===== src/priority_source_field_arbiter_top_assert.svh =====
// Assertion macros for the priority source field arbiter.
// Needs clk_i and rst_ni in the scope that uses them.
`ifndef PRIORITY_SOURCE_FIELD_ARBITER_TOP_ASSERT_SVH
`define PRIORITY_SOURCE_FIELD_ARBITER_TOP_ASSERT_SVH
`ifndef ASSERT_OFF
`define PSFARB_ASSERT(lbl, prop) \
  lbl: assert property (@(posedge clk_i) disable iff (!rst_ni) prop) \
    else $error("psfarb assertion failed");
`define PSFARB_ASSERT_RST(lbl, prop) \
  lbl: assert property (@(posedge clk_i) prop) \
    else $error("psfarb reset assertion failed");
`else
`define PSFARB_ASSERT(lbl, prop)
`define PSFARB_ASSERT_RST(lbl, prop)
`endif
`endif


===== src/psfarb_pkg.sv =====
// Shared types, constants and the rank lookup of the priority source field arbiter.
// No dependencies.
package psfarb_pkg;

  localparam int NUM_FIELDS    = 32;
  localparam int FIELD_AW      = (NUM_FIELDS > 1) ? $clog2(NUM_FIELDS) : 1;
  localparam int PRIO_SLOTS    = 4;
  localparam int NUM_SLOT_REGS = 4;
  localparam int RANK_W        = $clog2(PRIO_SLOTS + 1);
  localparam logic [RANK_W-1:0] RANK_LOWEST = RANK_W'(PRIO_SLOTS);

  localparam int IN_DATA_W  = 136;
  localparam int OUT_DATA_W = 72;
  localparam int CFG_DATA_W = 32;

  localparam logic [2:0] SRC_NONE = 3'd0;
  localparam logic [2:0] SRC_DEMO = 3'd1;
  localparam logic [2:0] SRC_SIGK = 3'd2;
  localparam logic [2:0] SRC_WIFI = 3'd3;
  localparam logic [2:0] SRC_BUS  = 3'd4;

  localparam logic OP_PUBLISH = 1'b0;
  localparam logic OP_READ    = 1'b1;

  typedef enum logic [2:0] {
    REG_SLOT_FIRST  = 3'd0,
    REG_SLOT_SECOND = 3'd1,
    REG_SLOT_THIRD  = 3'd2,
    REG_SLOT_FOURTH = 3'd3,
    REG_TMO_BUS     = 3'd4,
    REG_TMO_WIFI    = 3'd5,
    REG_TMO_SIGK    = 3'd6,
    REG_TMO_DEMO    = 3'd7
  } reg_idx_e;

  typedef struct packed {
    logic [NUM_SLOT_REGS-1:0][2:0] slot;
    logic [31:0] tmo_bus;
    logic [31:0] tmo_wifi;
    logic [31:0] tmo_sigk;
    logic [31:0] tmo_demo;
  } cfg_t;

  typedef struct packed {
    logic [63:0] value;
    logic [31:0] time_ms;
    logic [2:0]  owner;
  } entry_t;

  typedef struct packed {
    logic        op;
    logic [4:0]  field_index;
    logic [2:0]  source;
    logic [31:0] now_ms;
    logic [63:0] value;
    logic [31:0] read_timeout_ms;
  } item_t;

  typedef struct packed {
    logic        take;
    logic        fresh;
  } verdict_t;

  function automatic logic [RANK_W-1:0] rank_for(input logic [2:0] src,
                                                 input logic [NUM_SLOT_REGS-1:0][2:0] slot);
    logic [RANK_W-1:0] r;
    logic              stop;
    r    = RANK_LOWEST;
    stop = 1'b0;
    if (src != SRC_NONE) begin
      for (int i = 0; i < PRIO_SLOTS; i++) begin
        if (!stop) begin
          if (slot[i] == src) begin
            r    = RANK_W'(i);
            stop = 1'b1;
          end else if (slot[i] == SRC_NONE) begin
            stop = 1'b1;
          end
        end
      end
    end
    return r;
  endfunction

endpackage


===== src/psfarb_cfg.sv =====
// Configuration registers: priority slots and per-source timeouts.
// Depends on psfarb_pkg.
module psfarb_cfg (
  input  logic                             clk_i,
  input  logic                             rst_ni,
  input  logic                             cfg_we_i,
  input  logic [2:0]                       cfg_idx_i,
  input  logic [psfarb_pkg::CFG_DATA_W-1:0] cfg_data_i,
  output psfarb_pkg::cfg_t                 cfg_o
);
  import psfarb_pkg::*;

  cfg_t cfg_q, cfg_d;

  always_comb begin
    cfg_d = cfg_q;
    if (cfg_we_i) begin
      unique case (reg_idx_e'(cfg_idx_i))
        REG_SLOT_FIRST:  cfg_d.slot[0]  = cfg_data_i[2:0];
        REG_SLOT_SECOND: cfg_d.slot[1]  = cfg_data_i[2:0];
        REG_SLOT_THIRD:  cfg_d.slot[2]  = cfg_data_i[2:0];
        REG_SLOT_FOURTH: cfg_d.slot[3]  = cfg_data_i[2:0];
        REG_TMO_BUS:     cfg_d.tmo_bus  = cfg_data_i[31:0];
        REG_TMO_WIFI:    cfg_d.tmo_wifi = cfg_data_i[31:0];
        REG_TMO_SIGK:    cfg_d.tmo_sigk = cfg_data_i[31:0];
        REG_TMO_DEMO:    cfg_d.tmo_demo = cfg_data_i[31:0];
        default: ;
      endcase
    end
  end

  always_ff @(posedge clk_i or negedge rst_ni) begin
    if (!rst_ni) begin
      cfg_q.slot[0]  <= SRC_BUS;
      cfg_q.slot[1]  <= SRC_WIFI;
      cfg_q.slot[2]  <= SRC_SIGK;
      cfg_q.slot[3]  <= SRC_DEMO;
      cfg_q.tmo_bus  <= 32'd5000;
      cfg_q.tmo_wifi <= 32'd5000;
      cfg_q.tmo_sigk <= 32'd5000;
      cfg_q.tmo_demo <= 32'd5000;
    end else begin
      cfg_q <= cfg_d;
    end
  end

  assign cfg_o = cfg_q;

endmodule


===== src/psfarb_store.sv =====
// Field table: one synchronous memory of value, time and owner per field.
// Per-entry valid bits make unwritten entries read as zero. Depends on psfarb_pkg.
module psfarb_store (
  input  logic                              clk_i,
  input  logic                              rst_ni,
  input  logic                              rd_en_i,
  input  logic [psfarb_pkg::FIELD_AW-1:0]   rd_addr_i,
  output psfarb_pkg::entry_t                rd_data_o,
  input  logic                              wr_en_i,
  input  logic [psfarb_pkg::FIELD_AW-1:0]   wr_addr_i,
  input  psfarb_pkg::entry_t                wr_data_i
);
  import psfarb_pkg::*;

  entry_t                  mem [NUM_FIELDS];
  logic [NUM_FIELDS-1:0]   valid_q;
  entry_t                  rd_data_q;
  logic                    rd_valid_q;

  always_ff @(posedge clk_i) begin
    if (wr_en_i) begin
      mem[wr_addr_i] <= wr_data_i;
    end
    if (rd_en_i) begin
      rd_data_q <= mem[rd_addr_i];
    end
  end

  always_ff @(posedge clk_i or negedge rst_ni) begin
    if (!rst_ni) begin
      valid_q    <= '0;
      rd_valid_q <= 1'b0;
    end else begin
      if (wr_en_i) begin
        valid_q[wr_addr_i] <= 1'b1;
      end
      if (rd_en_i) begin
        rd_valid_q <= valid_q[rd_addr_i];
      end
    end
  end

  assign rd_data_o = rd_valid_q ? rd_data_q : '0;

endmodule


===== src/psfarb_judge.sv =====
// Publish arbitration and read freshness for one fetched entry.
// Depends on psfarb_pkg.
module psfarb_judge (
  input  psfarb_pkg::cfg_t     cfg_i,
  input  psfarb_pkg::item_t    item_i,
  input  psfarb_pkg::entry_t   entry_i,
  output psfarb_pkg::verdict_t verdict_o
);
  import psfarb_pkg::*;

  logic [31:0]       age;
  logic [31:0]       owner_tmo;
  logic [RANK_W-1:0] rank_in;
  logic [RANK_W-1:0] rank_own;
  logic              src_ok;

  assign age      = item_i.now_ms - entry_i.time_ms;
  assign rank_in  = rank_for(item_i.source, cfg_i.slot);
  assign rank_own = rank_for(entry_i.owner, cfg_i.slot);
  assign src_ok   = (item_i.source != SRC_NONE) && (item_i.source <= SRC_BUS);

  always_comb begin
    case (entry_i.owner)
      SRC_DEMO: owner_tmo = cfg_i.tmo_demo;
      SRC_SIGK: owner_tmo = cfg_i.tmo_sigk;
      SRC_WIFI: owner_tmo = cfg_i.tmo_wifi;
      SRC_BUS:  owner_tmo = cfg_i.tmo_bus;
      default:  owner_tmo = '0;
    endcase
  end

  assign verdict_o.take = src_ok &&
                          ((entry_i.owner == SRC_NONE) || (rank_in <= rank_own) ||
                           (owner_tmo == '0) || (age >= owner_tmo));

  assign verdict_o.fresh = (entry_i.owner != SRC_NONE) &&
                           (item_i.read_timeout_ms != '0) &&
                           (age < item_i.read_timeout_ms);

endmodule


===== src/priority_source_field_arbiter_top.sv =====
// Priority source field arbiter: field table with source failover by rank and timeout.
// Depends on psfarb_pkg, psfarb_cfg, psfarb_store, psfarb_judge.
// Timing: the taken word and its table read are registered, then the result word is registered in S_EVAL.
// A new word is taken only in S_IDLE with the output register free, after the last one's write-back.
// Reset: table reads as zero (per-entry valid bits), config to its defaults,
// no clearing pass; the block takes words right after reset.
module priority_source_field_arbiter_top (
  input  logic                                clk_i,
  input  logic                                rst_ni,
  input  logic                                s_axis_tvalid,
  output logic                                s_axis_tready,
  // field_index[4:0], source[7:5], now_ms[39:8], value[103:40], read_timeout_ms[135:104]
  input  logic [psfarb_pkg::IN_DATA_W-1:0]    s_axis_tdata,
  // op[0]
  input  logic                                s_axis_tuser,
  output logic                                m_axis_tvalid,
  input  logic                                m_axis_tready,
  // accepted[0], read_value[64:1], read_source[67:65], read_fresh[68], zero[71:69]
  output logic [psfarb_pkg::OUT_DATA_W-1:0]   m_axis_tdata,
  input  logic                                cfg_we_i,
  input  logic [2:0]                          cfg_idx_i,
  input  logic [psfarb_pkg::CFG_DATA_W-1:0]   cfg_data_i
);
  import psfarb_pkg::*;
  `include "priority_source_field_arbiter_top_assert.svh"

  typedef enum logic [1:0] {
    S_IDLE = 2'b01,
    S_EVAL = 2'b10
  } state_e;

  state_e   state_q, state_d;
  item_t    rec_q, in_item;
  cfg_t     cfg;
  entry_t   entry, wr_entry;
  verdict_t verdict;
  logic     in_fire;
  logic     in_range;
  logic     pub_ok;
  logic     mem_we;
  logic     out_valid_q, out_valid_d;
  logic [OUT_DATA_W-1:0] out_data_q, out_data_d;

  assign in_item.op              = s_axis_tuser;
  assign in_item.field_index     = s_axis_tdata[4:0];
  assign in_item.source          = s_axis_tdata[7:5];
  assign in_item.now_ms          = s_axis_tdata[39:8];
  assign in_item.value           = s_axis_tdata[103:40];
  assign in_item.read_timeout_ms = s_axis_tdata[135:104];

  assign s_axis_tready = (state_q == S_IDLE) && (!out_valid_q || m_axis_tready);
  assign in_fire       = s_axis_tvalid && s_axis_tready;

  psfarb_cfg u_cfg (
    .clk_i      (clk_i),
    .rst_ni     (rst_ni),
    .cfg_we_i   (cfg_we_i),
    .cfg_idx_i  (cfg_idx_i),
    .cfg_data_i (cfg_data_i),
    .cfg_o      (cfg)
  );

  psfarb_store u_store (
    .clk_i     (clk_i),
    .rst_ni    (rst_ni),
    .rd_en_i   (in_fire),
    .rd_addr_i (in_item.field_index[FIELD_AW-1:0]),
    .rd_data_o (entry),
    .wr_en_i   (mem_we),
    .wr_addr_i (rec_q.field_index[FIELD_AW-1:0]),
    .wr_data_i (wr_entry)
  );

  psfarb_judge u_judge (
    .cfg_i     (cfg),
    .item_i    (rec_q),
    .entry_i   (entry),
    .verdict_o (verdict)
  );

  assign in_range = 32'(rec_q.field_index) < 32'(NUM_FIELDS);
  assign pub_ok   = (rec_q.op == OP_PUBLISH) && in_range && verdict.take;
  assign mem_we   = (state_q == S_EVAL) && pub_ok;

  assign wr_entry.value   = rec_q.value;
  assign wr_entry.time_ms = rec_q.now_ms;
  assign wr_entry.owner   = rec_q.source;

  always_comb begin
    state_d     = state_q;
    out_valid_d = out_valid_q;
    out_data_d  = out_data_q;
    if (out_valid_q && m_axis_tready) begin
      out_valid_d = 1'b0;
    end
    unique case (state_q)
      S_IDLE: begin
        if (in_fire) begin
          state_d = S_EVAL;
        end
      end
      S_EVAL: begin
        state_d     = S_IDLE;
        out_valid_d = 1'b1;
        out_data_d  = '0;
        out_data_d[0] = pub_ok;
        if ((rec_q.op == OP_READ) && in_range) begin
          out_data_d[64:1]  = entry.value;
          out_data_d[67:65] = entry.owner;
          out_data_d[68]    = verdict.fresh;
        end
      end
      default: state_d = S_IDLE;
    endcase
  end

  always_ff @(posedge clk_i or negedge rst_ni) begin
    if (!rst_ni) begin
      state_q     <= S_IDLE;
      out_valid_q <= 1'b0;
    end else begin
      state_q     <= state_d;
      out_valid_q <= out_valid_d;
    end
  end

  always_ff @(posedge clk_i) begin
    if (in_fire) begin
      rec_q <= in_item;
    end
    out_data_q <= out_data_d;
  end

  assign m_axis_tvalid = out_valid_q;
  assign m_axis_tdata  = out_data_q;

  `PSFARB_ASSERT(a_fire_to_eval, in_fire |=> (state_q == S_EVAL))
  `PSFARB_ASSERT(a_eval_out_free, (state_q == S_EVAL) |-> !out_valid_q)
  `PSFARB_ASSERT(a_write_is_publish, mem_we |-> (rec_q.op == OP_PUBLISH) && in_range)
  `PSFARB_ASSERT(a_result_after_eval, $rose(m_axis_tvalid) |-> $past(state_q == S_EVAL))
  `PSFARB_ASSERT_RST(a_reset_quiet, !rst_ni |=> !m_axis_tvalid && (state_q == S_IDLE))

endmodule


===== config.mk =====
export PLATFORM = sky130hd
export DESIGN_NAME = priority_source_field_arbiter_top
export DESIGN_NICKNAME = d
export VERILOG_FILES = /design/src/psfarb_pkg.sv /design/src/psfarb_cfg.sv /design/src/psfarb_store.sv /design/src/psfarb_judge.sv /design/src/priority_source_field_arbiter_top.sv
export VERILOG_INCLUDE_DIRS = /design/src /design/src/src
export SDC_FILE = /design/constraint.sdc
export NUM_CORES = 2
export LEC_CHECK = 0
export CAP_MARGIN = 20
export CORE_MARGIN = 3
export CORE_UTILIZATION = 40
export DETAILED_ROUTE_END_ITERATION = 8
export DONT_BUFFER_PORTS = 1
export PLACE_DENSITY_LB_ADDON = 0.12
export SETUP_SLACK_MARGIN = 0.1
export SYNTH_ARGS = -nofsm -noshare
export SYNTH_HDL_FRONTEND = slang
export SYNTH_SLANG_ARGS = --single-unit
export TNS_END_PERCENT = 5

===== constraint.sdc =====
create_clock -name clk_i -period 9.9 [get_ports clk_i]
set_input_delay 0.99 -clock clk_i [delete_from_list [all_inputs] [get_ports clk_i]]
set_output_delay 0.99 -clock clk_i [all_outputs]
set_load 0.02 [all_outputs]

Word level (Yosys, flattened, before mapping) --
Memories as Yosys holds them, arrays and structs flattened. A register that Yosys moved wholly into a read port is not among the register bits. Cells that the tools add are included. Widths: inputs -> output; s select.
Word-level totals: output and inout bits 74, bits in writable memories 3168, bits in registers 382, input port bits 177, memories kept 1
Cells by class: $lt $le $gt $ge 7, eq/ne operators 22, reduce and logical (&&, ||, !) cells 34, multiplexer cells 47, bitwise logic cells 2, add/sub/neg operators 1
Memory list:
- u_store.mem | depth 32, width 99, read ports 1, clocked after memory_dff 1, write ports 1, RTL line psfarb_store.sv:15 | entry_t mem [NUM_FIELDS];
Operators with widths (number):
- $pmux 32 s4 | 1
- $mux 3 | 16
- $mux 35 | 1
- $ge 32x32->1 | 1
- $logic_not 32->1 | 1
- $lt 32x32->1 | 1
- $or 32x32->32 | 1
- $reduce_bool 32->1 | 1
- $sub 32x32->32 | 1
- $mux 1 | 25
- $eq 3x3->1 | 8
- $reduce_and 2->1 | 9
- $eq 3x3->1 const B | 5
- $logic_not 3->1 | 5
- $eq 3x2->1 const B | 4
- $lt 5x6->1 const B | 2
- $logic_and 1x1->1 | 10
- $eq 3x1->1 const B | 2
- $reduce_bool 3->1 | 2
- $bmux 1 s5 | 1
- $demux 1 s5 | 1
- $ge 5x1->1 const B | 1
- $logic_or 1x1->1 | 4
- $mux 2 | 2
- other kinds (8) | 8

Depth between registers and ports, before layout --
depth after elaboration 19, gate-level depth with buffers 27

Hierarchy --
From an unflattened synthesis, not the netlist that was laid out.
Second synthesis, totals: cell total of the unflattened synthesis 6164, area total of the unflattened synthesis 142108.8 um^2
Modules (own cells, without submodules):
- psfarb_store | area an instance 124769.7 um^2, times used 1, cells each 4851, sequential area each 98929.9 um^2
- priority_source_field_arbiter_top | area an instance 6824.0 um^2, times used 1, cells each 298, sequential area each 6262.3 um^2
- psfarb_cfg | area an instance 5471.5 um^2, times used 1, cells each 305, sequential area each 3534.6 um^2
- psfarb_judge | area an instance 5043.6 um^2, times used 1, cells each 710, sequential area each 0.0 um^2

Worst setup path after synthesis --
No wires, ideal clock.
path kind register to register, start reg u_store.rd_valid_q, end mem u_store.mem[18][0] (netlist name) (enable), setup time 0.559 ns, stages on the path, launching flop included 24, path slack 0.193 ns, arrival time 9.148 ns, data required time 9.341 ns, path through dfrtp_1 > clkbuf_1 > clkbuf_1 > clkbuf_1 > nand2_1 > ha_1 > clkbuf_1 > a211o_1 > a21oi_1 > or3b_1 > a311oi_1 > o31ai_1 > a21oi_1 > o21bai_1 > a21o_1 > xor2_1 > ha_1 > nand4_1 > or4_1 > nor3_1 > a21o_4 > nand4b_4 > buf_6 > nor2_1
Between the ends: word-level cells in the longest chain between the ends 19, elaborated cells between the ends (all ways) 40, those cells by class 1 x add/sub; 2 x order compare; 8 x eq/ne; 20 x mux; 9 x reduce/logical
RTL lines:
- start: declaration | RTL line psfarb_store.sv:18 | logic rd_valid_q;
- start signal: assignment | RTL line psfarb_store.sv:38 | rd_valid_q <= valid_q[rd_addr_i];
- $mux 35 (*) | RTL line psfarb_store.sv:43 | assign rd_data_o = rd_valid_q ? rd_data_q : '0;
- branches (longest 12 deep; another with $sub 32x32->32)
- $logic_or 1x1->1 (*) | RTL line psfarb_judge.sv:34 | (owner_tmo == '0) || (age >= owner_tmo));
- $logic_and 1x1->1 (*) | RTL line psfarb_judge.sv:32 | assign verdict_o.take = src_ok &&
- $logic_and 1x1->1 (*) | RTL line priority_source_field_arbiter_top.sv:82 | assign pub_ok = (rec_q.op == OP_PUBLISH) && in_range && verdict.take;
- net pub_ok | RTL line priority_source_field_arbiter_top.sv:39 | logic pub_ok;
- $logic_and 1x1->1 (*) | RTL line priority_source_field_arbiter_top.sv:83 | assign mem_we = (state_q == S_EVAL) && pub_ok;
- $mux 1 (*) | RTL line psfarb_store.sv:21 | if (wr_en_i) begin
- $mux 1 (not written as such) (*) | RTL line psfarb_store.sv:22 | mem[wr_addr_i] <= wr_data_i;
- end: declaration | RTL line psfarb_store.sv:15
Mark *: on every way through the listed nets, which the timed path passes. The select of a mux whose other input is x is not followed.

Final worst setup path --
start reg u_store.rd_valid_q, end mem u_store.mem[12][50] (netlist name) (enable)
The elaborated chain is that of the path after synthesis.

==> flow_metrics.py <==
metrics = {
    "sta": {
        "clock.fmax_ghz": 0.129,
        "fin_setup_tns_ps": 0,
        "slew_headroom_pct": 10.1,
        "finalHoldViolCount": 0,
        "rsz0062_at_grt": "no",
        "drv_slew": 0,
        "fin_skew_ps": 88.7,
        "post-route-period-util_pct": 78.2,
        "setup_slack_ps": 2150,
        "setup_violations": 0,
        "hold_slack_ps": 32.4,
        "min_period_ps": 7750,
        "worstMarginPinSlew_ps": 1350,
    },
    "layout": {
        "area_delta_synth_final_pct": 14.5,
        "final_common_cell": "edfxtp_1",
        "final_cells": 11247,
        "multi_input_area_um2": 31100,
        "drive_gt1_share_pct": 31.4,
        "fill_cells": 28751,
        "nets": 6589,
        "final_area_um2": 161000,
        "final_cell_mix": "edfxtp_1, mux4_2, clkbuf_16, mux2_2, dfrtp_1",
        "utilization_pct": 46.1,
        "regArea_um2": 109000,
    },
    "yosys": {
        "seq_area_frac_synth_pct": 77.1,
        "muxShareOfSynthArea_pct": 17.9,
        "synth_top_family_by_area": "multiplexers",
        "synth.distinct_cells": 71,
        "synth_compound_area_share_pct": 1.41,
        "synth_edf_count": 3473,
        "synth_adder_area_share_pct": 0.893,
        "synth-async-reset-ratio_pct": 4.82,
        "netlist_area_um2": 141000,
        "ys.flop_type": "edfxtp_1",
        "synth.avg_cell_area_um2": 23.4,
        "yosys.area_share.simple_pct": 1.33,
        "synth_warnings": 0,
        "synthXorXnorAreaFrac_pct": 0.342,
        "ys_ff_latch": 3649,
        "syn_inst": 6022,
    },
    "power": {
        "seqPwrFrac_pct": 51.2,
        "p_leak_nw": 51.0,
        "max-vdd-ir-drop_uv": 141,
        "p_sw_mw": 7.74,
        "power_mw": 34.6,
        "share_comb_of_total_power_pct": 6.5,
        "swShare_pct": 22.4,
        "internal_power_mw": 26.8,
        "clock_power_share_pct": 42.3,
        "power.density_nw_per_um2": 214,
    },
    "global_route": {
        "grt-ovfl-total": 0,
        "grt_max_degree": 202,
        "grt_antenna_before_repair": 48,
        "grt_pass1_vias": 67311,
        "grt_pass1_wl_um": 536000,
        "grt_usage_pct": 21.1,
    },
    "drt": {
        "drtIter0Drc": 6928,
        "via_per_inst": 5.75,
        "wl_per_cell_um": 33.8,
        "first_pass_iters": 5,
        "num_vias": 64642,
        "drc_errors": 0,
        "routed_wl_um": 381000,
        "postRouteAntennaNets": 0,
    },
    "floorplanning": {
        "io_pins": 251,
        "fp.coreArea_um2": 350000,
        "start_util_pct": 40.3,
        "dieHeight_um": 600,
        "std_cell_rows": 217,
        "die_x_um": 600,
        "dieArea_um2": 360000,
    },
    "placement": {
        "numPortBuffers": 0,
        "dp_slack_ps": 2000,
        "place_congestion": 0.780,
        "placed_area_um2": 148000,
        "hpwlAfterDp_um": 203000,
        "dp_cells": 10488,
    },
    "clock_tree": {
        "numCtsBuffers": 392,
        "clock_latency_ps": 970,
        "htreeDepth": 5,
        "clk_path_buf_depth": 4,
        "cts_sinks": 3649,
        "post_cts.repair.setup_buffers": 0,
        "cts_resized": 0,
        "cts_tree": "built",
        "clk_pin_slew_ps": 60,
        "hold_buffers": 1,
        "cts_root_buf": "clkbuf_16",
    },
    "setup_path": {
        "cp.arrival_ps": 8340,
        "path_class": "reg -> reg",
        "start_kind": "register",
        "end_kind": "register",
        "worstPathMaxFanout": 37,
        "critPathRequiredTime_ps": 10500,
        "r2r-start": "u_store.rd_valid_q$_DFFE_PN0P_",
        "reg2regPathDepth": 20,
        "r2r_slack_ps": 2150,
        "regToRegEndpoint": "u_store.mem[12][50]$_DFFE_PP_",
    },
    "run": {
        "maxCapViolations": 0,
    },
    "min_path": {
        "min_path_type": "in -> async",
    },
    "status": {
        "status": "completed",
    },
}
[worst max-delay path by stage]
| stage | start | end | slack (ps) | cells after the start |
|---|---|---|---|---|
| 3_5_place_dp | u_store.rd_valid_q$_DFFE_PN0P_ | u_store.mem[12][37]$_DFFE_PP_ | 2000 | 20 |
| 6_report | u_store.rd_valid_q$_DFFE_PN0P_ | u_store.mem[12][50]$_DFFE_PP_ | 2150 | 20 |
| 5_1_grt | u_store.rd_valid_q$_DFFE_PN0P_ | u_store.mem[12][50]$_DFFE_PP_ | 1740 | 20 |
| 3_3_place_gp | u_store.rd_valid_q$_DFFE_PN0P_ | u_store.mem[8][14]$_DFFE_PP_ | 1980 | 20 |
| 2_1_floorplan | u_store.rd_valid_q$_DFFE_PN0P_ | u_store.mem[18][0]$_DFFE_PP_ | 190 | 23 |
| 4_1_cts | u_store.rd_valid_q$_DFFE_PN0P_ | u_store.mem[12][50]$_DFFE_PP_ | 1990 | 20 |
[synthesized netlist by cell type, drive strengths merged, types with 2 or more instances]
library cell / instances / share of area [%]
nand2b: 9 / 0.040
dfstp: 26 / 0.48
a22oi: 31 / 0.17
and2: 2 / 0.0089
inv: 49 / 0.13
or3: 4 / 0.018
mux2: 241 / 1.9
nand3: 13 / 0.046
nor2: 79 / 0.25
ha: 99 / 0.88
nor3b: 5 / 0.027
a21oi: 78 / 0.28
a41oi: 2 / 0.012
o21a: 5 / 0.027
nor3: 12 / 0.043
o22ai: 2 / 0.0089
edfxtp: 3473 / 74
o21ai: 27 / 0.096
a21o: 36 / 0.20
buf: 112 / 0.35
xor2: 24 / 0.15
a2111oi: 2 / 0.017
clkbuf: 195 / 0.52
and3: 71 / 0.32
nor2b: 12 / 0.053
mux4: 1000 / 16
a22o: 34 / 0.21
xnor2: 31 / 0.19
o211ai: 7 / 0.037
o31ai: 2 / 0.011
or2: 4 / 0.018
or4: 5 / 0.029
dfrtp: 150 / 2.7
nand3b: 4 / 0.021
and4: 2 / 0.012
nand4b: 5 / 0.052
a31oi: 4 / 0.018
a311oi: 3 / 0.019
o21bai: 40 / 0.23
nand2: 57 / 0.15
nand4: 20 / 0.099
a211oi: 2 / 0.011
a31o: 3 / 0.019
or3b: 2 / 0.012
nor4: 25 / 0.12
[sequential cells by signal, indices dropped and copies added, names as in the netlist]
register and flops:
rec_q 137, u_store.rd_data_q 99, u_store.valid_q 32, u_store.rd_valid_q 1
m_axis_tvalid 1, u_store.mem 3168, state_q 2, u_cfg.cfg_o 140
m_axis_tdata 69
[layout make-up]
type                    instances  area share [%]
inverters                      49           0.119
clock buffers                 465            6.30
flip-flops and latches       3649            67.4
diodes                         12          0.0186
repair buffers                201            1.72
clock inverters               253            1.65
well taps                    4599            3.57
multi-input cells            2019            19.3
[power groups by stage]
stage / Sequential, mW / Clock, mW / Combinational (mW)
floorplan: 18.1 / 0 / 1.32
global placement: 18.1 / 0 / 2.03
detailed placement: 18.1 / 0 / 2.14
CTS: 17.8 / 15.0 / 2.17
global route: 17.7 / 15.6 / 2.43
finish: 17.7 / 14.6 / 2.25
[logic make-up (layout without fill, tap and decap cells)]
group,count (synthesis),count (layout)
simple gates,333,333
mux,1242,1242
other cells,1,15
xor+xnor,55,55
buf+inv,356,968
flops,3649,3649
compound gates,286,286
fa+ha+maj,100,100
[worst max-delay path, cell delays in order, from the launching register on]
cell and delay [ps]:
dfrtp_4 600, buf_4 530, nand2_1 110, ha_1 400, a211o_1 330, a21oi_1 200
or3b_1 380, a311oi_1 370, o31ai_1 180, a21oi_1 310, nand2b_1 150, nand2_1 60
xor2_1 170, ha_1 310, nand4_1 150, or4_1 530, nor3_1 210, a21o_4 320
nand4bb_4 530, nor2_4 1020, buf_4 480
[routing by layer]
metal	vias to the layer above	global-route usage (%)	routed length, µm
met5	-	0	0
met1	35760	30.5	165000
li1	26319	-	-
met3	482	2.99	22700
met4	0	4.53	7860
met2	2081	34.3	185000
(Power assumes the default switching activity.)
